File: config.mk
export PLATFORM = sky130hd
export DESIGN_NAME = der_ecdsa_signature_unpacker_top_flat
export DESIGN_NICKNAME = d
export VERILOG_FILES = /design/src/sv/dsu_pkg.sv /design/src/sv/dsu_channels.sv /design/src/sv/der_ecdsa_signature_unpacker_top.sv /design/src/flat_wrapper.sv
export SDC_FILE = /design/constraint.sdc
export NUM_CORES = 1
export LEC_CHECK = 0
export BUFFER_PORTS_ARGS = -buffer_cell sky130_fd_sc_hd__buf_2
export CAP_MARGIN = 10
export CORE_UTILIZATION = 45
export DETAILED_ROUTE_END_ITERATION = 10
export SETUP_SLACK_MARGIN = 0.02
export SKIP_LAST_GASP = 1
export SYNTH_ARGS = -nofsm -noshare
export SYNTH_HDL_FRONTEND = slang
export SYNTH_SLANG_ARGS = --single-unit
File: constraint.sdc
create_clock -name clock -period 5.6 [get_ports clock]
set_clock_uncertainty 0.05 [all_clocks]
set_input_delay 0.56 -clock clock [delete_from_list [all_inputs] [get_ports clock]]
set_output_delay 0.56 -clock clock [all_outputs]
set_load 0.01 [all_outputs]
File: src/sv/dsu_pkg.sv
`timescale 1ns / 1ps

package dsu_pkg;

   localparam logic [7:0] SEQ_TAG = 8'h30;
   localparam logic [7:0] INT_TAG = 8'h02;
   localparam logic [7:0] SEQ_HDR_LEN = 8'h02;

   localparam int QUEUE_DEPTH = 4;
   localparam int QUEUE_PTR_W = $clog2(QUEUE_DEPTH);
   localparam int QUEUE_CNT_W = $clog2(QUEUE_DEPTH + 1);

   typedef enum logic [1:0] {
      KIND_RAW   = 2'd0,
      KIND_DONE  = 2'd1,
      KIND_ERROR = 2'd2
   } kind_type;

   typedef enum logic [6:0] {
      PH_IDLE     = 7'b0000001,
      PH_SEQ_LEN  = 7'b0000010,
      PH_INT_TAG  = 7'b0000100,
      PH_INT_LEN  = 7'b0001000,
      PH_SKIP     = 7'b0010000,
      PH_DATA     = 7'b0100000,
      PH_FINISHED = 7'b1000000
   } phase_type;

   typedef struct packed {
      kind_type   result_kind;
      logic [7:0] raw_byte;
      logic [7:0] raw_count;
      logic       is_last;
   } result_type;

endpackage

File: src/sv/dsu_channels.sv
`timescale 1ns / 1ps

interface dsu_req_if;
   logic       valid;
   logic       ready;
   logic [7:0] data_byte;
   logic       first_of_signature;
   logic [7:0] sig_length;

   modport source (output valid, output data_byte, output first_of_signature,
                   output sig_length, input ready);
   modport sink (input valid, input data_byte, input first_of_signature,
                 input sig_length, output ready);
endinterface

interface dsu_rsp_if;
   logic       valid;
   logic       ready;
   logic [1:0] result_kind;
   logic [7:0] raw_byte;
   logic [7:0] raw_count;
   logic       is_last;

   modport source (output valid, output result_kind, output raw_byte,
                   output raw_count, output is_last, input ready);
   modport sink (input valid, input result_kind, input raw_byte,
                 input raw_count, input is_last, output ready);
endinterface

File: src/sv/der_ecdsa_signature_unpacker_top.sv
`timescale 1ns / 1ps
// The req_chan channel takes one byte of a DER-encoded ECDSA signature per item;
// first_of_signature marks the sequence tag and carries the total length in
// sig_length. The rsp_chan channel returns the r and s bytes as raw items, then
// one done item with the raw byte count, or one error item on a tag, length or
// size mismatch. Framing bytes and bytes after the end give no item.
// Each accepted byte is parsed in the cycle it is accepted and its results
// are written into a four-entry result queue, so the first result is
// visible in the cycle after acceptance. One byte is accepted per cycle
// while req_chan.ready is high; the last byte of s gives two items, and
// the queue absorbs the extra one. req_chan.ready is high while the queue
// has room for two items. When the receiver stalls, bytes are still taken
// until the queue holds three or four items, and then the input stalls too;
// no item is lost or repeated. A synchronous reset empties the queue and
// returns the parser to waiting for a first byte.
module der_ecdsa_signature_unpacker_top #(
   parameter int RAW_MAX = 128
) (
   input logic    clock,
   input logic    reset,
   dsu_req_if.sink   req_chan,
   dsu_rsp_if.source rsp_chan
);
   import dsu_pkg::*;

   phase_type  parse_phase_ff, parse_phase_in;
   logic [7:0] held_total_length_ff, held_total_length_in;
   logic [7:0] bytes_left_ff, bytes_left_in;
   logic [7:0] emitted_count_ff, emitted_count_in;
   logic       integer_index_ff, integer_index_in;

   result_type queue_ff [QUEUE_DEPTH];
   logic [QUEUE_PTR_W-1:0] wr_ptr_ff, rd_ptr_ff;
   logic [QUEUE_CNT_W-1:0] count_ff;

   logic       accept, pop, finish;
   logic [1:0] n_push;
   result_type res0, res1;
   logic [7:0] len;
   logic [8:0] len_sum;
   logic [7:0] bytes_dec;
   logic [QUEUE_PTR_W-1:0] wr_ptr_nxt;

   assign accept = req_chan.valid && req_chan.ready;
   assign pop = rsp_chan.valid && rsp_chan.ready;
   assign req_chan.ready = count_ff <= QUEUE_CNT_W'(QUEUE_DEPTH - 2);

   assign rsp_chan.valid = count_ff != '0;
   assign rsp_chan.result_kind = queue_ff[rd_ptr_ff].result_kind;
   assign rsp_chan.raw_byte = queue_ff[rd_ptr_ff].raw_byte;
   assign rsp_chan.raw_count = queue_ff[rd_ptr_ff].raw_count;
   assign rsp_chan.is_last = queue_ff[rd_ptr_ff].is_last;

   assign len = {req_chan.data_byte[7:1], 1'b0};
   assign len_sum = {1'b0, emitted_count_ff} + {1'b0, len};
   assign bytes_dec = bytes_left_ff - 8'd1;
   assign wr_ptr_nxt = wr_ptr_ff + QUEUE_PTR_W'(1);

   always_comb begin
      parse_phase_in = parse_phase_ff;
      held_total_length_in = held_total_length_ff;
      bytes_left_in = bytes_left_ff;
      emitted_count_in = emitted_count_ff;
      integer_index_in = integer_index_ff;
      finish = 1'b0;
      n_push = 2'd0;
      res0 = '{result_kind: KIND_ERROR, raw_byte: 8'd0,
               raw_count: emitted_count_ff, is_last: 1'b1};
      res1 = '{result_kind: KIND_DONE, raw_byte: 8'd0,
               raw_count: emitted_count_ff, is_last: 1'b1};
      if (accept) begin
         if (req_chan.first_of_signature) begin
            held_total_length_in = req_chan.sig_length;
            bytes_left_in = 8'd0;
            emitted_count_in = 8'd0;
            integer_index_in = 1'b0;
            res0.raw_count = 8'd0;
            if (req_chan.data_byte != SEQ_TAG) begin
               parse_phase_in = PH_FINISHED;
               n_push = 2'd1;
            end else begin
               parse_phase_in = PH_SEQ_LEN;
            end
         end else begin
            case (parse_phase_ff)
               PH_SEQ_LEN: begin
                  if (held_total_length_ff < SEQ_HDR_LEN ||
                      req_chan.data_byte != held_total_length_ff - SEQ_HDR_LEN) begin
                     parse_phase_in = PH_FINISHED;
                     n_push = 2'd1;
                  end else begin
                     parse_phase_in = PH_INT_TAG;
                  end
               end
               PH_INT_TAG: begin
                  if (req_chan.data_byte != INT_TAG) begin
                     parse_phase_in = PH_FINISHED;
                     n_push = 2'd1;
                  end else begin
                     parse_phase_in = PH_INT_LEN;
                  end
               end
               PH_INT_LEN: begin
                  if (len_sum > 9'(RAW_MAX)) begin
                     parse_phase_in = PH_FINISHED;
                     n_push = 2'd1;
                  end else begin
                     bytes_left_in = len;
                     if (req_chan.data_byte[0]) begin
                        parse_phase_in = PH_SKIP;
                     end else if (len == 8'd0) begin
                        finish = 1'b1;
                     end else begin
                        parse_phase_in = PH_DATA;
                     end
                  end
               end
               PH_SKIP: begin
                  if (bytes_left_ff == 8'd0) begin
                     finish = 1'b1;
                  end else begin
                     parse_phase_in = PH_DATA;
                  end
               end
               PH_DATA: begin
                  emitted_count_in = emitted_count_ff + 8'd1;
                  bytes_left_in = bytes_dec;
                  res0 = '{result_kind: KIND_RAW, raw_byte: req_chan.data_byte,
                           raw_count: emitted_count_in, is_last: 1'b0};
                  n_push = 2'd1;
                  finish = bytes_dec == 8'd0;
               end
               default: begin
               end
            endcase
            if (finish) begin
               if (!integer_index_ff) begin
                  integer_index_in = 1'b1;
                  parse_phase_in = PH_INT_TAG;
               end else begin
                  parse_phase_in = PH_FINISHED;
                  res1.raw_count = emitted_count_in;
                  if (n_push == 2'd0) begin
                     res0 = res1;
                     n_push = 2'd1;
                  end else begin
                     n_push = 2'd2;
                  end
               end
            end
         end
      end
   end

   always_ff @(posedge clock) begin
      if (reset) begin
         parse_phase_ff <= PH_IDLE;
         held_total_length_ff <= 8'd0;
         bytes_left_ff <= 8'd0;
         emitted_count_ff <= 8'd0;
         integer_index_ff <= 1'b0;
         wr_ptr_ff <= '0;
         rd_ptr_ff <= '0;
         count_ff <= '0;
      end else begin
         parse_phase_ff <= parse_phase_in;
         held_total_length_ff <= held_total_length_in;
         bytes_left_ff <= bytes_left_in;
         emitted_count_ff <= emitted_count_in;
         integer_index_ff <= integer_index_in;
         wr_ptr_ff <= wr_ptr_ff + QUEUE_PTR_W'(n_push);
         if (pop) begin
            rd_ptr_ff <= rd_ptr_ff + QUEUE_PTR_W'(1);
         end
         count_ff <= count_ff + QUEUE_CNT_W'(n_push) - QUEUE_CNT_W'(pop);
      end
   end

   always_ff @(posedge clock) begin
      if (n_push != 2'd0) begin
         queue_ff[wr_ptr_ff] <= res0;
      end
      if (n_push == 2'd2) begin
         queue_ff[wr_ptr_nxt] <= res1;
      end
   end

endmodule
File: src/flat_wrapper.sv
// flat-port wrapper written by rule: the top's interface ports become plain ports
module der_ecdsa_signature_unpacker_top_flat import dsu_pkg::*;
#(
   parameter int RAW_MAX = 128
)
  (clock, reset, req_chan_valid, req_chan_data_byte, req_chan_first_of_signature, req_chan_sig_length, req_chan_ready, rsp_chan_valid, rsp_chan_result_kind, rsp_chan_raw_byte, rsp_chan_raw_count, rsp_chan_is_last, rsp_chan_ready);
  dsu_req_if req_chan_i ();
  dsu_rsp_if rsp_chan_i ();
  input logic clock;
  input logic reset;
  input wire logic [$bits(req_chan_i.valid)-1:0] req_chan_valid;
  input wire logic [$bits(req_chan_i.data_byte)-1:0] req_chan_data_byte;
  input wire logic [$bits(req_chan_i.first_of_signature)-1:0] req_chan_first_of_signature;
  input wire logic [$bits(req_chan_i.sig_length)-1:0] req_chan_sig_length;
  output wire logic [$bits(req_chan_i.ready)-1:0] req_chan_ready;
  output wire logic [$bits(rsp_chan_i.valid)-1:0] rsp_chan_valid;
  output wire logic [$bits(rsp_chan_i.result_kind)-1:0] rsp_chan_result_kind;
  output wire logic [$bits(rsp_chan_i.raw_byte)-1:0] rsp_chan_raw_byte;
  output wire logic [$bits(rsp_chan_i.raw_count)-1:0] rsp_chan_raw_count;
  output wire logic [$bits(rsp_chan_i.is_last)-1:0] rsp_chan_is_last;
  input wire logic [$bits(rsp_chan_i.ready)-1:0] rsp_chan_ready;
  assign req_chan_i.valid = req_chan_valid;
  assign req_chan_i.data_byte = req_chan_data_byte;
  assign req_chan_i.first_of_signature = req_chan_first_of_signature;
  assign req_chan_i.sig_length = req_chan_sig_length;
  assign req_chan_ready = req_chan_i.ready;
  assign rsp_chan_valid = rsp_chan_i.valid;
  assign rsp_chan_result_kind = rsp_chan_i.result_kind;
  assign rsp_chan_raw_byte = rsp_chan_i.raw_byte;
  assign rsp_chan_raw_count = rsp_chan_i.raw_count;
  assign rsp_chan_is_last = rsp_chan_i.is_last;
  assign rsp_chan_i.ready = rsp_chan_ready;
  der_ecdsa_signature_unpacker_top #(.RAW_MAX(RAW_MAX)) u_core (.clock(clock), .reset(reset), .req_chan(req_chan_i), .rsp_chan(rsp_chan_i));
endmodule
Word level (Yosys, flattened, before mapping)
Memories as Yosys holds them, arrays and structs flattened. A register that Yosys moved wholly into a read port is not among the register bits.
Index checks and enable logic that the tools add are counted.
W data, S select, Z words.
{"block": "classes", "addsub": 9, "n_mul": 0, "div": 0, "n_lt_le_gt_ge": 3, "eq_ne": 12, "shifts": 0, "mux": 55, "bitwise_logic": 0, "reduce_logical": 16}
{"cell": "$mux W19", "n": 5}
{"cell": "$mux W8", "n": 9}
{"cell": "$mux W7", "n": 10}
{"cell": "$pmux W7 S4", "n": 1}
{"cell": "$logic_not A8 Y1", "n": 3}
{"cell": "$mux W2", "n": 9}
{"cell": "$mux W1", "n": 17}
{"cell": "$pmux W8 S2", "n": 1}
{"cell": "$mux W10", "n": 1}
{"cell": "$add A8 B8 Y9", "n": 1}
{"cell": "$gt A9 B8 Y1 const B", "n": 1}
{"cell": "$add A8 B1 Y8 const B", "n": 1}
{"cell": "$lt A8 B2 Y1 const B", "n": 1}
{"cell": "$ne A8 B2 Y1 const B", "n": 1}
{"cell": "$ne A8 B6 Y1 const B", "n": 1}
{"cell": "$ne A8 B8 Y1", "n": 1}
{"cell": "$pmux W2 S4", "n": 1}
{"cell": "$sub A8 B1 Y8 const B", "n": 1}
{"cell": "$sub A8 B2 Y8 const B", "n": 1}
{"cell": "$eq A7 B2 Y1 const B", "n": 1}
{"cell": "$eq A7 B3 Y1 const B", "n": 1}
{"cell": "$eq A7 B4 Y1 const B", "n": 1}
{"cell": "$eq A7 B5 Y1 const B", "n": 1}
{"cell": "$eq A7 B6 Y1 const B", "n": 1}
{"cell": "other kinds (19)", "n": 24}
{"block": "word_totals", "regBits": 39, "latch_bits": 0, "mem_bits_rw": 76, "mem_bits_ro": 0, "input_bits": 21, "word_cells": 104, "memories": 1}
{"name": "u_core.queue_ff", "words": 4, "word_bits": 19, "read_ports": 1, "rd_ports_with_merged_regs": 1, "wr": 2, "line": "der_ecdsa_signature_unpacker_top.sv:32", "rtl": "result_type queue_ff [QUEUE_DEPTH];"}

Logic depth before layout (Yosys ltp)
Gate-level depths: netlist of run 1.
{"block": "logic_depth", "depth_word": 16, "depth_mapped": 19, "ltp_nobuf": 19}

Worst setup path after synthesis of run 1
OpenSTA, ideal clock, no wires.
{"block": "synth_timing", "path_type": "input -> register", "startpoint": "input port req_chan_data_byte[1]", "endpoint": "register u_core.count_ff[2]", "setup_ns": 0.128, "arrival_time_ns": 4.614, "t_required_ns": 5.422, "setup_slack_ns": 0.809, "cell_stages": 19, "path_buffers": 0, "path_cell_list": "ha_1 -> inv_1 -> fa_1 -> nand2b_1 -> a21oi_1 -> nand2_1 -> a211oi_1 -> o21ai_1 -> a211oi_1 -> ha_1 -> nor3b_1 -> a311o_1 -> a21oi_1 -> ha_1 -> inv_1 -> fa_1 -> xnor2_1 -> xnor2_1 -> nor2_1"}
{"block": "synth_via", "elab_chain_cells": 14, "elab_cells_between_ends": 28, "cone_classes": "add/sub (3); order compare (1); eq/ne (3); mux (18); reduce/logical (3)"}
{"item": "from (decl)", "line": "flat_wrapper.sv:12", "rtl": "input wire logic [$bits(req_chan_i.data_byte)-1:0] req_chan_data_byte;"}
{"item": "$add A8 B8 Y9 or $ne A8 B8 Y1 (tied branches)", "line": "der_ecdsa_signature_unpacker_top.sv:55, der_ecdsa_signature_unpacker_top.sv:88"}
{"item": "$gt A9 B8 Y1 or $logic_or A1 B1 Y1 (tied branches)", "line": "der_ecdsa_signature_unpacker_top.sv:104, der_ecdsa_signature_unpacker_top.sv:87"}
{"item": "$mux W1, on equally long branches", "line": "der_ecdsa_signature_unpacker_top.sv:104, der_ecdsa_signature_unpacker_top.sv:87"}
{"item": "$pmux W2 S4", "line": "der_ecdsa_signature_unpacker_top.sv:85", "rtl": "case (parse_phase_ff)"}
{"item": "$mux W2", "line": "der_ecdsa_signature_unpacker_top.sv:72", "rtl": "if (req_chan.first_of_signature) begin"}
{"item": "$mux W2", "line": "der_ecdsa_signature_unpacker_top.sv:71", "rtl": "if (accept) begin"}
{"item": "$logic_not A2 Y1", "line": "der_ecdsa_signature_unpacker_top.sv:143", "rtl": "if (n_push == 2'd0) begin"}
{"item": "$mux W2", "line": "der_ecdsa_signature_unpacker_top.sv:143"}
{"item": "$mux W2", "line": "der_ecdsa_signature_unpacker_top.sv:137", "rtl": "if (!integer_index_ff) begin"}
{"item": "$mux W2", "line": "der_ecdsa_signature_unpacker_top.sv:136", "rtl": "if (finish) begin"}
{"item": "$mux W2 *", "line": "der_ecdsa_signature_unpacker_top.sv:72"}
{"item": "$mux W2 *", "line": "der_ecdsa_signature_unpacker_top.sv:71"}
{"item": "$add A3 B2 Y3 *", "line": "der_ecdsa_signature_unpacker_top.sv:175", "rtl": "count_ff <= count_ff + QUEUE_CNT_W'(n_push) - QUEUE_CNT_W'(pop);"}
{"item": "$sub A3 B1 Y3 *", "line": "der_ecdsa_signature_unpacker_top.sv:175"}
{"item": "to (signal assigned)", "line": "der_ecdsa_signature_unpacker_top.sv:175"}
{"item": "to (decl)", "line": "der_ecdsa_signature_unpacker_top.sv:34", "rtl": "logic [QUEUE_CNT_W-1:0] count_ff;"}
Every way passes the cells marked *; elsewhere a longest branch is shown, timed or not. The select of a mux whose other input is x is not followed.
A chain may end at the register's enable or synchronous reset.

Worst setup path after layout of run 1
{"block": "layout_timing", "startpoint": "register u_core.emitted_count_ff[1]", "endpoint": "register u_core.count_ff[2]"}
{"block": "layout_via", "elab_chain_cells": 14, "elab_cells_between_ends": 18, "cone_classes": "add/sub (3); order compare (1); mux (13); reduce/logical (1)"}
{"item": "from (decl)", "line": "der_ecdsa_signature_unpacker_top.sv:29", "rtl": "logic [7:0] emitted_count_ff, emitted_count_in;"}
{"item": "from (signal assigned)", "line": "der_ecdsa_signature_unpacker_top.sv:169", "rtl": "emitted_count_ff <= emitted_count_in;"}
{"item": "$add A8 B8 Y9 *", "line": "der_ecdsa_signature_unpacker_top.sv:55", "rtl": "assign len_sum = {1'b0, emitted_count_ff} + {1'b0, len};"}
{"item": "$gt A9 B8 Y1 *", "line": "der_ecdsa_signature_unpacker_top.sv:104", "rtl": "if (len_sum > 9'(RAW_MAX)) begin"}
{"item": "$mux W1", "line": "der_ecdsa_signature_unpacker_top.sv:104"}
{"item": "$pmux W2 S4", "line": "der_ecdsa_signature_unpacker_top.sv:85"}
{"item": "$mux W2", "line": "der_ecdsa_signature_unpacker_top.sv:72"}
{"item": "$mux W2", "line": "der_ecdsa_signature_unpacker_top.sv:71"}
{"item": "$logic_not A2 Y1", "line": "der_ecdsa_signature_unpacker_top.sv:143"}
{"item": "$mux W2", "line": "der_ecdsa_signature_unpacker_top.sv:143"}
{"item": "$mux W2", "line": "der_ecdsa_signature_unpacker_top.sv:137"}
{"item": "$mux W2 *", "line": "der_ecdsa_signature_unpacker_top.sv:136"}
{"item": "$mux W2 *", "line": "der_ecdsa_signature_unpacker_top.sv:72"}
{"item": "$mux W2 *", "line": "der_ecdsa_signature_unpacker_top.sv:71"}
{"item": "$add A3 B2 Y3 *", "line": "der_ecdsa_signature_unpacker_top.sv:175"}
{"item": "$sub A3 B1 Y3 *", "line": "der_ecdsa_signature_unpacker_top.sv:175"}
Marked as above.

==> metrics.yaml, run 1 <==
yosys:
  synth_most_common_cell: "dfxtp_1"
  ys_ff_latch: 117
  avgSynthCellArea_um2: 9.85
  postSynthCellCount: 686
  synth_nets: 726
  yosysSeqAreaShare_pct: 39.4
  ys_top_cells_by_count: "85 x dfxtp_1, 61 x nor2_1, 53 x nand2_1, 38 x a21oi_1"
  yosys_warnings: 0
  synth_top_flop_cell: "dfxtp_1"
  netlist-cell-type-count: 81
  synth_top_cell_by_area: "dfxtp_1"
  syn_area_um2: 6760
  synth_area_leaders: "dfxtp_1 25%, edfxtp_1 14%, mux4_2 6.3%"
  synthArstFlopShare_pct: 0
  synth-edff-count: 32
  synth_top_area_share_pct: 25.2
clocking:
  clockRootBuffer: "clkbuf_16"
  postCtsResizedCells: 0
  cts_tree: "built"
  cts_hold_buf: 0
  cts.sinks: 117
  cts_buffer_depth: 2
  cts_setup_buffers: 0
  cts_htree_levels: 4
  clkLatencyLatePin_ns: 0.42
  path_clk_slew_ns: 0.06
  cts_buffers: 17
timing:
  max_freq_mhz: 199
  maxSlewHeadroom_pct: 20.5
  rsz0062_at_grt: "no"
  hold_viol_final: 0
  drv_slew: 0
  setup_viol: 0
  setup_slack_ns: 0.562
  tns_ns: 0
  finalCriticalPeriod_ns: 5.04
  tightest_slew_ns: 1.18
  fin_crit_sh_pct: 90.0
global_route:
  antenna_found_initial: 0
  grt_pass1_vias: 5391
  grt-ovfl-total: 0
  grt_max_degree: 44
  grt_use_total_pct: 23.2
  grt_first_pass_wirelength_mm: 28.2
die:
  ioPinCount: 42
  rows: 44
  core_um2: 14600
  initial_utilization_pct: 46.3
  dieArea_um2: 15500
  die_width_um: 125
  die_h_um: 125
job:
  cap_violations: 0
power:
  p_int_mw: 1.88
  p_sw_share_pct: 27.1
  p_comb_share_pct: 17.8
  irDropWorstVdd_mv: 0.229
  p_per_area_nw_per_um2: 336
  seqPwrFrac_pct: 37.7
  clockPowerShare_pct: 44.5
  p_switching_mw: 0.702
  cellLeakagePower_nw: 2.97
place:
  place_ws_ns: 0.238
  post_dp_cell_area_um2: 7060
  dp_hpwl_mm: 11.6
  gp_congestion: 0.875
  portBuffers: 41
critical_path:
  crit_buf_inv: 2
  crit_top_cell: "ha_1"
  cp-start-kind: "flip-flop"
  cp_top_family: "compound AO/OA/AOI/OAI gates"
  cp.required_ns: 5.83
  crit_type: "flip-flop to flip-flop"
  cp_max_fo: 5
  cp_cell_sequence: "ha_1 > inv_1 > fa_1 > nand2b_1 > a21oi_1 > xor2_1 > a2111oi_4 > o21ai_1 > a211oi_1 > ha_1 > nor3b_1 > a311o_1 > a21oi_1 > ha_1 > inv_1 > fa_1 > xnor2_1 > xnor2_1 > nor2_1"
  cp.arrival_ns: 5.27
  max_stage_delay_ns: 0.46
  end_kind: "flip-flop"
  cpMaxStageDelayCell: "a2111oi_4"
cells_and_area:
  insertedDiodeCount: 0
  nNetsFinal: 754
  area_growth_syn_to_layout_pct: 13.8
  nFillCells: 1275
  drive_gt1_share_pct: 18.8
  fin_area_um2: 7690
status:
  outcome: "completed"
route:
  drtIter0Drc: 355
  first_pass_iters: 5
  wirelength_mm: 17.1
  vias: 5466
  ant_nets: 0
  drc: 0
  vias_per_cell: 6.00
  post_drt_wl_per_cell_um: 18.7
min_path:
  hold_path_class: "primary input to flip-flop"
[area by class of cell]
| type | instances | area (µm²) | area share (%) |
|---|---|---|---|
| timing repair buffer | 52 | 288 | 3.74 |
| multi-input combinational | 504 | 3800 | 49.4 |
| sequential | 117 | 2660 | 34.6 |
| tap | 184 | 230 | 2.99 |
| inverter | 22 | 82.6 | 1.07 |
| clock inverter | 10 | 143 | 1.85 |
| clock buffer | 22 | 485 | 6.31 |
[layer usage]
| layer | wire length, µm | track usage, % |
|---|---|---|
| met4 | 209 | 7.80 |
| met5 | 0 | 0 |
| met2 | 8090 | 37.5 |
| met3 | 965 | 5.54 |
| met1 | 7810 | 30.3 |
[through the flow]
stage,hold slack [ns],util [%],instances,power [mW]
floorplan,0.378,-,686,1.33
global placement,0.390,48.4,879,1.45
detailed placement,0.395,48.4,879,1.46
CTS,0.320,52.7,911,2.61
global route,0.337,52.7,911,2.71
finish,0.336,52.7,911,2.59
[final timing paths]
check | startpoint | endpoint | slack, ns | cells past startpoint
min | req_chan_sig_length[7] | u_core.held_total_length_ff[7]$_SDFFE_PP0P_ | 0.34 | 3
max reg2reg | u_core.emitted_count_ff[1]$_SDFFE_PP0P_ | u_core.count_ff[2]$_SDFF_PP0_ | 0.56 | 19
min reg2reg | u_core.queue_ff[3][17]$_SDFFE_PP1N_ | u_core.queue_ff[3][17]$_SDFFE_PP1N_ | 0.40 | 2
max | u_core.emitted_count_ff[1]$_SDFFE_PP0P_ | u_core.count_ff[2]$_SDFF_PP0_ | 0.56 | 19
[flip-flops by register name (all words and copies together) (netlist names), named ones only]
| register | flops |
|---|---|
| u_core.queue_ff | 76 |
| u_core.wr_ptr_ff | 2 |
| u_core.held_total_length_ff | 8 |
| u_core.integer_index_ff | 1 |
| u_core.parse_phase_ff | 7 |
| u_core.emitted_count_ff | 8 |
| u_core.bytes_left_ff | 8 |
| u_core.count_ff | 3 |
| u_core.rd_ptr_ff | 2 |
[cell usage in the layout (no fill, tap or decap), types with 4 or more instances in the layout]
master / netlist / layout
nand2_1: 53 / 53
nand3_1: 24 / 24
a31o_1: 6 / 6
clkbuf_16: 0 / 18
nor3b_1: 4 / 4
nor2_1: 61 / 61
nor2b_1: 19 / 19
edfxtp_1: 32 / 32
and2b_1: 4 / 4
inv_1: 21 / 21
buf_4: 5 / 11
mux4_2: 19 / 19
ha_1: 17 / 17
o22ai_1: 32 / 32
o21ai_0: 26 / 26
a22oi_1: 8 / 8
a21o_1: 5 / 5
mux2i_1: 19 / 19
mux2_4: 8 / 8
buf_2: 7 / 41
dfxtp_1: 85 / 85
o31ai_1: 12 / 12
nor3_1: 14 / 14
a211oi_1: 5 / 5
a21oi_1: 38 / 38
a31oi_1: 4 / 4
nand2b_1: 7 / 7
nor4_1: 4 / 4
xnor2_1: 12 / 12
and3_1: 10 / 10
xor2_1: 15 / 15
or3_1: 5 / 5
[cell families after synthesis]
| kind of cell | synth area share (%) |
|---|---|
| xor gates and xnor gates | 3.83 |
| and+or+nand+nor | 19.1 |
| DFF | 39.4 |
| adders and majority gates | 3.74 |
| muxes | 11.1 |
| buffers and inverters | 4.35 |
| AOI/OAI and AO/OA | 18.5 |
[power by group through the flow]
stage | Clock [mW] | Combinational [mW] | Sequential, mW
floorplan | 0 | 0.364 | 0.965
global placement | 0 | 0.456 | 0.991
detailed placement | 0 | 0.465 | 0.993
CTS | 1.17 | 0.468 | 0.975
global route | 1.21 | 0.515 | 0.983
finish | 1.15 | 0.460 | 0.976
[worst register-to-register path, cell delays in order, from the launching register on]
cell and delay (ns):
dfxtp_1 0.43, ha_1 0.22, inv_1 0.06, fa_1 0.42, nand2b_1 0.16, a21oi_1 0.25, xor2_1 0.15, a2111oi_4 0.46
o21ai_1 0.24, a211oi_1 0.40, ha_1 0.33, nor3b_1 0.16, a311o_1 0.39, a21oi_1 0.22, ha_1 0.18, inv_1 0.05
fa_1 0.37, xnor2_1 0.18, xnor2_1 0.14, nor2_1 0.05
Power figures use the tool's default switching activity.
==> inputs of run 2 (changes only) <==
--- a/config.mk
+++ b/config.mk
@@ -5,10 +5,13 @@
 export SDC_FILE = /design/constraint.sdc
 export NUM_CORES = 1
 export LEC_CHECK = 0
+export ABC_AREA = 1
 export BUFFER_PORTS_ARGS = -buffer_cell sky130_fd_sc_hd__buf_2
 export CAP_MARGIN = 10
 export CORE_UTILIZATION = 45
+export CTS_CLUSTER_SIZE = 20
 export DETAILED_ROUTE_END_ITERATION = 10
+export REMOVE_ABC_BUFFERS = 1
 export SETUP_SLACK_MARGIN = 0.02
 export SKIP_LAST_GASP = 1
 export SYNTH_ARGS = -nofsm -noshare
==> run 2 against run 1 <==
Sequential share of layout area decreased by 0.52 points. Register-to-register slack improved by 0.84 ns. Power increased by 14%. First-iteration DRC count rose by 61%. Clock power shrank 10%. Die area increased by 2.8%. Worst hold slack worse by 0.026 ns. Critical path depth stayed put. Global-route usage grew 1.8 points. Wire length grew 11%. Synthesized cell count up 46%. Clock-buffer cell count is 1 lower.
==> metrics.yaml, run 2 <==
cells_and_area:
  insertedDiodeCount: 0  # unchanged
  regMostFlops: "u_core.queue_ff"  # unchanged
  layout_commonest_cell: "nand2_1"  # was dfxtp_1
  area_growth_syn_to_layout_pct: 12.4  # was 13.8%
  nNetsFinal: 1066  # was 754
  layout_common_cells: "203 x nand2_1, 147 x nor2_1, 98 x inv_1"  # was 85 x dfxtp_1, 61 x nor2_1, 53 x nand2_1
  fin_cells: 1227  # was 911
  drive_gt1_share_pct: 10.8  # was 18.8%
  largest_register_ffs: 76  # unchanged
critical_path:
  end_kind: "flip-flop"  # unchanged
  cp_max_fo: 17  # was 5
  max_stage_delay_ns: 0.55  # was 0.46 ns
  cp-start-kind: "flip-flop"  # unchanged
  crit_type: "flip-flop to flip-flop"  # unchanged
  crit_start: "u_core.emitted_count_ff[1]$_SDFFE_PP0P_"  # unchanged
  cp_cell_sequence: "ha_1 > inv_1 > fa_1 > inv_1 > nand2_1 > nand2_1 > nand3b_1 > nand2_1 > nand2_1 > nand2_1 > nand2_1 > nand2_1 > a21oi_2 > nand2_1 > ha_1 > inv_1 > nor3_4 > nand3_1 > nand2_1"  # was ha_1 > inv_1 > fa_1 > nand2b_1 > a21oi_1 > xor2_1 > a2111oi_4 > o21ai_1 > a211oi_1 > ha_1 > nor3b_1 > a311o_1 > a21oi_1 > ha_1 > inv_1 > fa_1 > xnor2_1 > xnor2_1 > nor2_1
  rrSetupSlack_ns: 1.40  # was 0.56 ns
  r2r-start: "u_core.emitted_count_ff[1]$_SDFFE_PP0P_"  # unchanged
  crit_top_cell: "nand2_1"  # was ha_1
  cpMaxStageDelayCell: "nor3_4"  # was a2111oi_4
  r2r_cells: 19  # unchanged
  cp.arrival_ns: 4.21  # was 5.27 ns
  reg2reg_to: "u_core.queue_ff[1][7]$_DFFE_PP_"  # was u_core.count_ff[2]$_SDFF_PP0_
  cp-endpoint: "u_core.queue_ff[1][7]$_DFFE_PP_"  # was u_core.count_ff[2]$_SDFF_PP0_
  cp.required_ns: 5.61  # was 5.83 ns
yosys:
  synth_most_common_cell: "nand2_1"  # was dfxtp_1
  yosysSeqAreaShare_pct: 38.3  # was 39.4%
  synth_top_flop_cell: "dfxtp_1"  # unchanged
  synth_area_leaders: "dfxtp_1 24%, edfxtp_1 14%, nand2_1 11%"  # was dfxtp_1 25%, edfxtp_1 14%, mux4_2 6.3%
  synthArstFlopShare_pct: 0  # unchanged
  synth-edff-count: 32  # unchanged
  postSynthCellCount: 1001  # was 686
  netlist-cell-type-count: 46  # was 81
  syn_area_um2: 6950  # was 6760 µm²
  yosys_warnings: 0  # unchanged
  ys_top_cells_by_count: "204 x nand2_1, 148 x nor2_1, 98 x inv_1, 90 x o21ai_0, 85 x dfxtp_1"  # was 85 x dfxtp_1, 61 x nor2_1, 53 x nand2_1, 38 x a21oi_1
  ys_ff_latch: 117  # unchanged
  synth_top_cell_by_area: "dfxtp_1"  # unchanged
  avgSynthCellArea_um2: 6.94  # was 9.85 µm²
  synth_top_area_share_pct: 24.5  # was 25.2%
die:
  ioPinCount: 42  # unchanged
  die_h_um: 126  # was 125 µm
  rows: 45  # was 44
  dieArea_um2: 15900  # was 15500 µm²
  core_um2: 15100  # was 14600 µm²
  initial_utilization_pct: 45.9  # was 46.3%
  die_width_um: 126  # was 125 µm
place:
  dp_hpwl_mm: 12.9  # was 11.6 mm
  portBuffers: 41  # unchanged
  gp_congestion: 0.899  # was 0.875
  post-place-cells: 1195  # was 879
global_route:
  grt_use_total_pct: 25.0  # was 23.2%
  grt_pass1_vias: 6109  # was 5391
  antenna_found_initial: 0  # unchanged
  grt_max_degree: 60  # was 44
  grt_first_pass_wirelength_mm: 31.3  # was 28.2 mm
  grt-ovfl-total: 0  # unchanged
min_path:
  hold_path_class: "primary input to flip-flop"  # unchanged
power:
  irDropWorstVdd_mv: 0.194  # was 0.229 mV
  p_per_area_nw_per_um2: 378  # was 336 nW/µm²
  clockPowerShare_pct: 35.1  # was 44.5%
  seqPwrFrac_pct: 37.1  # was 37.7%
  p_comb_share_pct: 27.9  # was 17.8%
  p_sw_share_pct: 34.5  # was 27.1%
  p_switching_mw: 1.02  # was 0.702 mW
  p_int_mw: 1.93  # was 1.88 mW
  cellLeakagePower_nw: 3.57  # was 2.97 nW
  total_power_mw: 2.95  # was 2.59 mW
timing:
  fin_crit_sh_pct: 74.9  # was 90.0%
  setup_viol: 0  # unchanged
  tns_ns: 0  # unchanged
  tightest_slew_ns: 0.751  # was 1.18 ns
  drv_slew: 0  # unchanged
  maxSlewHeadroom_pct: 49.4  # was 20.5%
  max_freq_mhz: 238  # was 199 MHz
  finalCriticalPeriod_ns: 4.20  # was 5.04 ns
  hold_viol_final: 0  # unchanged
  rsz0062_at_grt: "no"  # unchanged
clocking:
  clockRootBuffer: "clkbuf_16"  # unchanged
  cts.sinks: 117  # unchanged
  postCtsResizedCells: 0  # unchanged
  cts_tree: "built"  # unchanged
  clkLatencyLatePin_ns: 0.43  # was 0.42 ns
  path_clk_slew_ns: 0.05  # was 0.06 ns
  cts_htree_levels: 4  # unchanged
  cts_buffer_depth: 2  # unchanged
  cts_buffers: 17  # unchanged
  cts_hold_buf: 0  # unchanged
  cts_setup_buffers: 0  # unchanged
route:
  first_pass_iters: 5  # unchanged
  vias: 6618  # was 5466
  drtIter0Drc: 570  # was 355
  vias_per_cell: 5.39  # was 6.00
  ant_nets: 0  # unchanged
  drc: 0  # unchanged
  post_drt_wl_per_cell_um: 15.5  # was 18.7 µm
  wirelength_mm: 19.0  # was 17.1 mm
status:
  outcome: "completed"  # unchanged
job:
  cap_violations: 0  # unchanged
-- run 2: power by group through the flow --
stage                     registers (mW)  clock network [mW]  logic (mW)
after floorplan                     1.10                   0       0.564
after global placement              1.11                   0       0.816
after detailed placement            1.11                   0       0.825
after CTS                           1.09                1.04       0.828
after global routing                1.11                1.08       0.938
final                               1.09                1.03       0.821
-- run 2: logic make-up (layout without fill, tap and decap cells) --
| logic type | count (synthesis) | after routing | synth area share [%] |
|---|---|---|---|
| buffers and inverters | 150 | 188 | 8.91 |
| adder cells (fa/ha/maj) | 19 | 19 | 3.64 |
| AND/OR/NAND/NOR | 501 | 501 | 31.9 |
| XOR/XNOR | 15 | 15 | 1.89 |
| flip-flops | 117 | 117 | 38.3 |
| AO/OA/AOI/OAI | 199 | 199 | 15.4 |
-- run 2: layout make-up --
type,instances,area [µm²]
inverter,105,394
fill,1550,7340
multi-input combinational,734,3670
clock buffer,21,492
timing repair buffer,51,280
sequential,117,2660
clock inverter,11,71.3
tap,188,235
-- run 2: per-stage QoR --
step	cell area, µm²	utilization, %	hold WS (ns)	setup WS (ns)
floorplan	6720	-	0.374	0.323
global placement	7240	47.8	0.386	1.26
detailed placement	7240	47.8	0.392	1.18
CTS	7810	51.5	0.301	1.41
global route	7810	51.5	0.311	0.864
finish	7810	51.5	0.310	1.40
-- run 2: per-layer routing --
| metal | vias up | global-route usage, % | part of all wire [%] |
|---|---|---|---|
| met3 | 29 | 4.67 | 5.0 |
| li1 | 3387 | - | - |
| met2 | 190 | 39.9 | 45 |
| met1 | 3012 | 33.7 | 48 |
| met5 | - | 0 | 0 |
| met4 | 0 | 8.93 | 2.2 |
-- run 2: worst max-delay path, delay by kind of cell, from the launching register on --
family / cells / cell delay, ns
buf+inv: 3 / 0.22
compound gates: 1 / 0.07
fa+ha+maj: 3 / 0.83
flops: 1 / 0.46
simple gates: 12 / 2.20
-- run 2: worst min path at each step --
stage / start / to / cells past startpoint
after floorplan: u_core.queue_ff[1][0]$_SDFFE_PP1N_ / u_core.queue_ff[1][0]$_SDFFE_PP1N_ / 2
after global placement: u_core.queue_ff[1][17]$_SDFFE_PP1N_ / u_core.queue_ff[1][17]$_SDFFE_PP1N_ / 2
after detailed placement: u_core.queue_ff[2][17]$_SDFFE_PP1P_ / u_core.queue_ff[2][17]$_SDFFE_PP1P_ / 2
after CTS: req_chan_sig_length[3] / u_core.held_total_length_ff[3]$_SDFFE_PP0P_ / 3
after global routing: req_chan_sig_length[3] / u_core.held_total_length_ff[3]$_SDFFE_PP0P_ / 3
final: req_chan_sig_length[3] / u_core.held_total_length_ff[3]$_SDFFE_PP0P_ / 3
==> inputs of run 3 (changes only) <==
==> constraint.sdc (replaced) <==
create_clock -name clock -period 3.9 [get_ports clock]
set_clock_uncertainty 0.05 [all_clocks]
set_input_delay 0.39 -clock clock [delete_from_list [all_inputs] [get_ports clock]]
set_output_delay 0.39 -clock clock [all_outputs]
set_load 0.01 [all_outputs]
==> run 3 against run 2 <==
Clock power up 50%. First-iteration DRC count up 8.1%. Sequential power up 44%. Via count up 2.5%. Flip-flop and latch count unchanged. Worst hold slack worse by 0.17 ns. Critical path type unchanged.
==> metrics.yaml, run 3 (same netlist as run 2, synthesis figures left out) <==
cells_and_area:
  regMostFlops: "u_core.queue_ff"  # unchanged
  insertedDiodeCount: 0  # unchanged
  layout_common_cells: "199 x nand2_1, 147 x nor2_1, 96 x inv_1"  # was 203 x nand2_1, 147 x nor2_1, 98 x inv_1
  drive_gt1_share_pct: 13.2  # was 10.8%
  largest_register_ffs: 76  # unchanged
  area_growth_syn_to_layout_pct: 15.6  # was 12.4%
  layout_commonest_cell: "nand2_1"  # unchanged
  nNetsFinal: 1092  # was 1066
min_path:
  hold_path_class: "primary input to flip-flop"  # unchanged
die:
  dieArea_um2: 15900  # unchanged
  ioPinCount: 42  # unchanged
  core_um2: 15100  # unchanged
  initial_utilization_pct: 45.9  # unchanged
  die_h_um: 126  # unchanged
  rows: 45  # unchanged
  die_width_um: 126  # unchanged
power:
  irDropWorstVdd_mv: 0.235  # was 0.194 mV
  p_per_area_nw_per_um2: 540  # was 378 nW/µm²
  cellLeakagePower_nw: 3.72  # was 3.57 nW
  total_power_mw: 4.34  # was 2.95 mW
global_route:
  grt_max_degree: 39  # was 60
  grt_pass1_vias: 6211  # was 6109
  grt-ovfl-total: 0  # unchanged
  antenna_found_initial: 0  # unchanged
  grt_use_total_pct: 26.2  # was 25.0%
  grt_first_pass_wirelength_mm: 32.7  # was 31.3 mm
timing:
  maxSlewHeadroom_pct: 49.4  # about the same
  setup_slack_ns: 0.340  # was 1.40 ns
  fin_crit_sh_pct: 91.3  # was 74.9%
  hold_viol_final: 0  # unchanged
  drv_slew: 0  # unchanged
  setup_viol: 0  # unchanged
  max_freq_mhz: 281  # was 238 MHz
  finalCriticalPeriod_ns: 3.56  # was 4.20 ns
  tightest_slew_ns: 0.756  # was 0.751 ns
  rsz0062_at_grt: "yes"  # was no
job:
  cap_violations: 0  # unchanged
route:
  wirelength_mm: 19.7  # was 19.0 mm
  drc: 0  # unchanged
  vias_per_cell: 5.41  # was 5.39
  ant_nets: 0  # unchanged
  post_drt_wl_per_cell_um: 15.7  # was 15.5 µm
  first_pass_iters: 5  # unchanged
  drtIter0Drc: 616  # was 570
  vias: 6783  # was 6618
critical_path:
  crit_top_cell: "nand2_1"  # unchanged
  cp_max_fo: 5  # was 17
  cp.arrival_ns: 3.80  # was 4.21 ns
  end_kind: "flip-flop"  # unchanged
  crit_type: "flip-flop to flip-flop"  # unchanged
  cp.required_ns: 4.14  # was 5.61 ns
  crit_buf_inv: 7  # was 3
  cp-start-kind: "flip-flop"  # unchanged
  cp_top_family: "adder cells"  # was simple AND/OR/NAND/NOR gates
  max_stage_delay_ns: 0.40  # was 0.55 ns
  cpMaxStageDelayCell: "fa_1"  # was nor3_4
clocking:
  clkLatencyLatePin_ns: 0.41  # was 0.43 ns
  cts_buffers: 17  # unchanged
  cts_hold_buf: 0  # unchanged
  path_clk_slew_ns: 0.05  # about the same
  cts_buffer_depth: 2  # unchanged
  cts_setup_buffers: 0  # unchanged
  cts_tree: "built"  # unchanged
  cts_htree_levels: 4  # unchanged
  cts.sinks: 117  # unchanged
  clockRootBuffer: "clkbuf_16"  # unchanged
place:
  dp_hpwl_mm: 14.1  # was 12.9 mm
  gp_congestion: 0.874  # was 0.899
  place_ws_ns: 0.0795  # was 1.18 ns
  portBuffers: 41  # unchanged
status:
  outcome: "completed"  # unchanged
[run 3: power by group]
part           internal (mW)  switching [mW]  leakage, nW
clock network          0.991           0.562        0.290
logic                  0.441           0.770         2.43
registers               1.45           0.126         1.00
total                   2.88            1.46         3.72
[run 3: worst register-to-register path, delay by kind of cell, from the launching register on]
| family | cells | cell delay (ns) |
|---|---|---|
| adders and majority gates | 5 | 1.29 |
| and+or+nand+nor | 14 | 0.94 |
| buffers and inverters | 7 | 0.45 |
| DFF | 1 | 0.36 |
| AOI/OAI and AO/OA | 1 | 0.19 |
| xor gates and xnor gates | 1 | 0.17 |
[run 3: worst paths after layout]
check        slack (ns)  cells after the start                                     from                                     endpoint
max                0.34                     28  u_core.emitted_count_ff[1]$_SDFFE_PP0P_                u_core.count_ff[2]$_SDFF_PP0_
min                0.14                      3                   req_chan_sig_length[3]  u_core.held_total_length_ff[3]$_SDFFE_PP0P_
max reg2reg        0.34                     28  u_core.emitted_count_ff[1]$_SDFFE_PP0P_                u_core.count_ff[2]$_SDFF_PP0_
min reg2reg        0.40                      2       u_core.queue_ff[1][0]$_SDFFE_PP1N_           u_core.queue_ff[1][0]$_SDFFE_PP1N_
[run 3: layout make-up]
cell class / instances / area, µm²
repair buffers: 77 / 475
inverters: 105 / 394
well taps: 188 / 235
flip-flops and latches: 117 / 2670
clock buffers: 23 / 479
clock inverters: 9 / 103
multi-input cells: 734 / 3680
fillers: 1533 / 7110
[run 3: metrics by stage]
step                      hold slack, ns  cell area [µm²]  util, %  setup TNS, ns  cells
after detailed placement           0.393             7440     49.1              0   1221
final                              0.145             8030     53.0              0   1253
after global placement             0.385             7440     49.1              0   1221
after CTS                          0.132             8020     53.0              0   1253
after floorplan                    0.374             6720        -         -49.31    956
after global routing               0.153             8030     53.0              0   1253
[run 3: repair_timing]
action / 4_1_cts / 5_1_grt
setup endpoints to repair: 0 / 91
endpoints found under the hold margin: 0 / 0
resized for setup: 0 / 8
[run 3: metal layers]
| layer | track usage [%] | wire length [µm] |
|---|---|---|
| met1 | 34.8 | 9220 |
| met2 | 43.0 | 9060 |
| met3 | 4.38 | 964 |
| met4 | 9.21 | 453 |
| met5 | 0 | 0 |
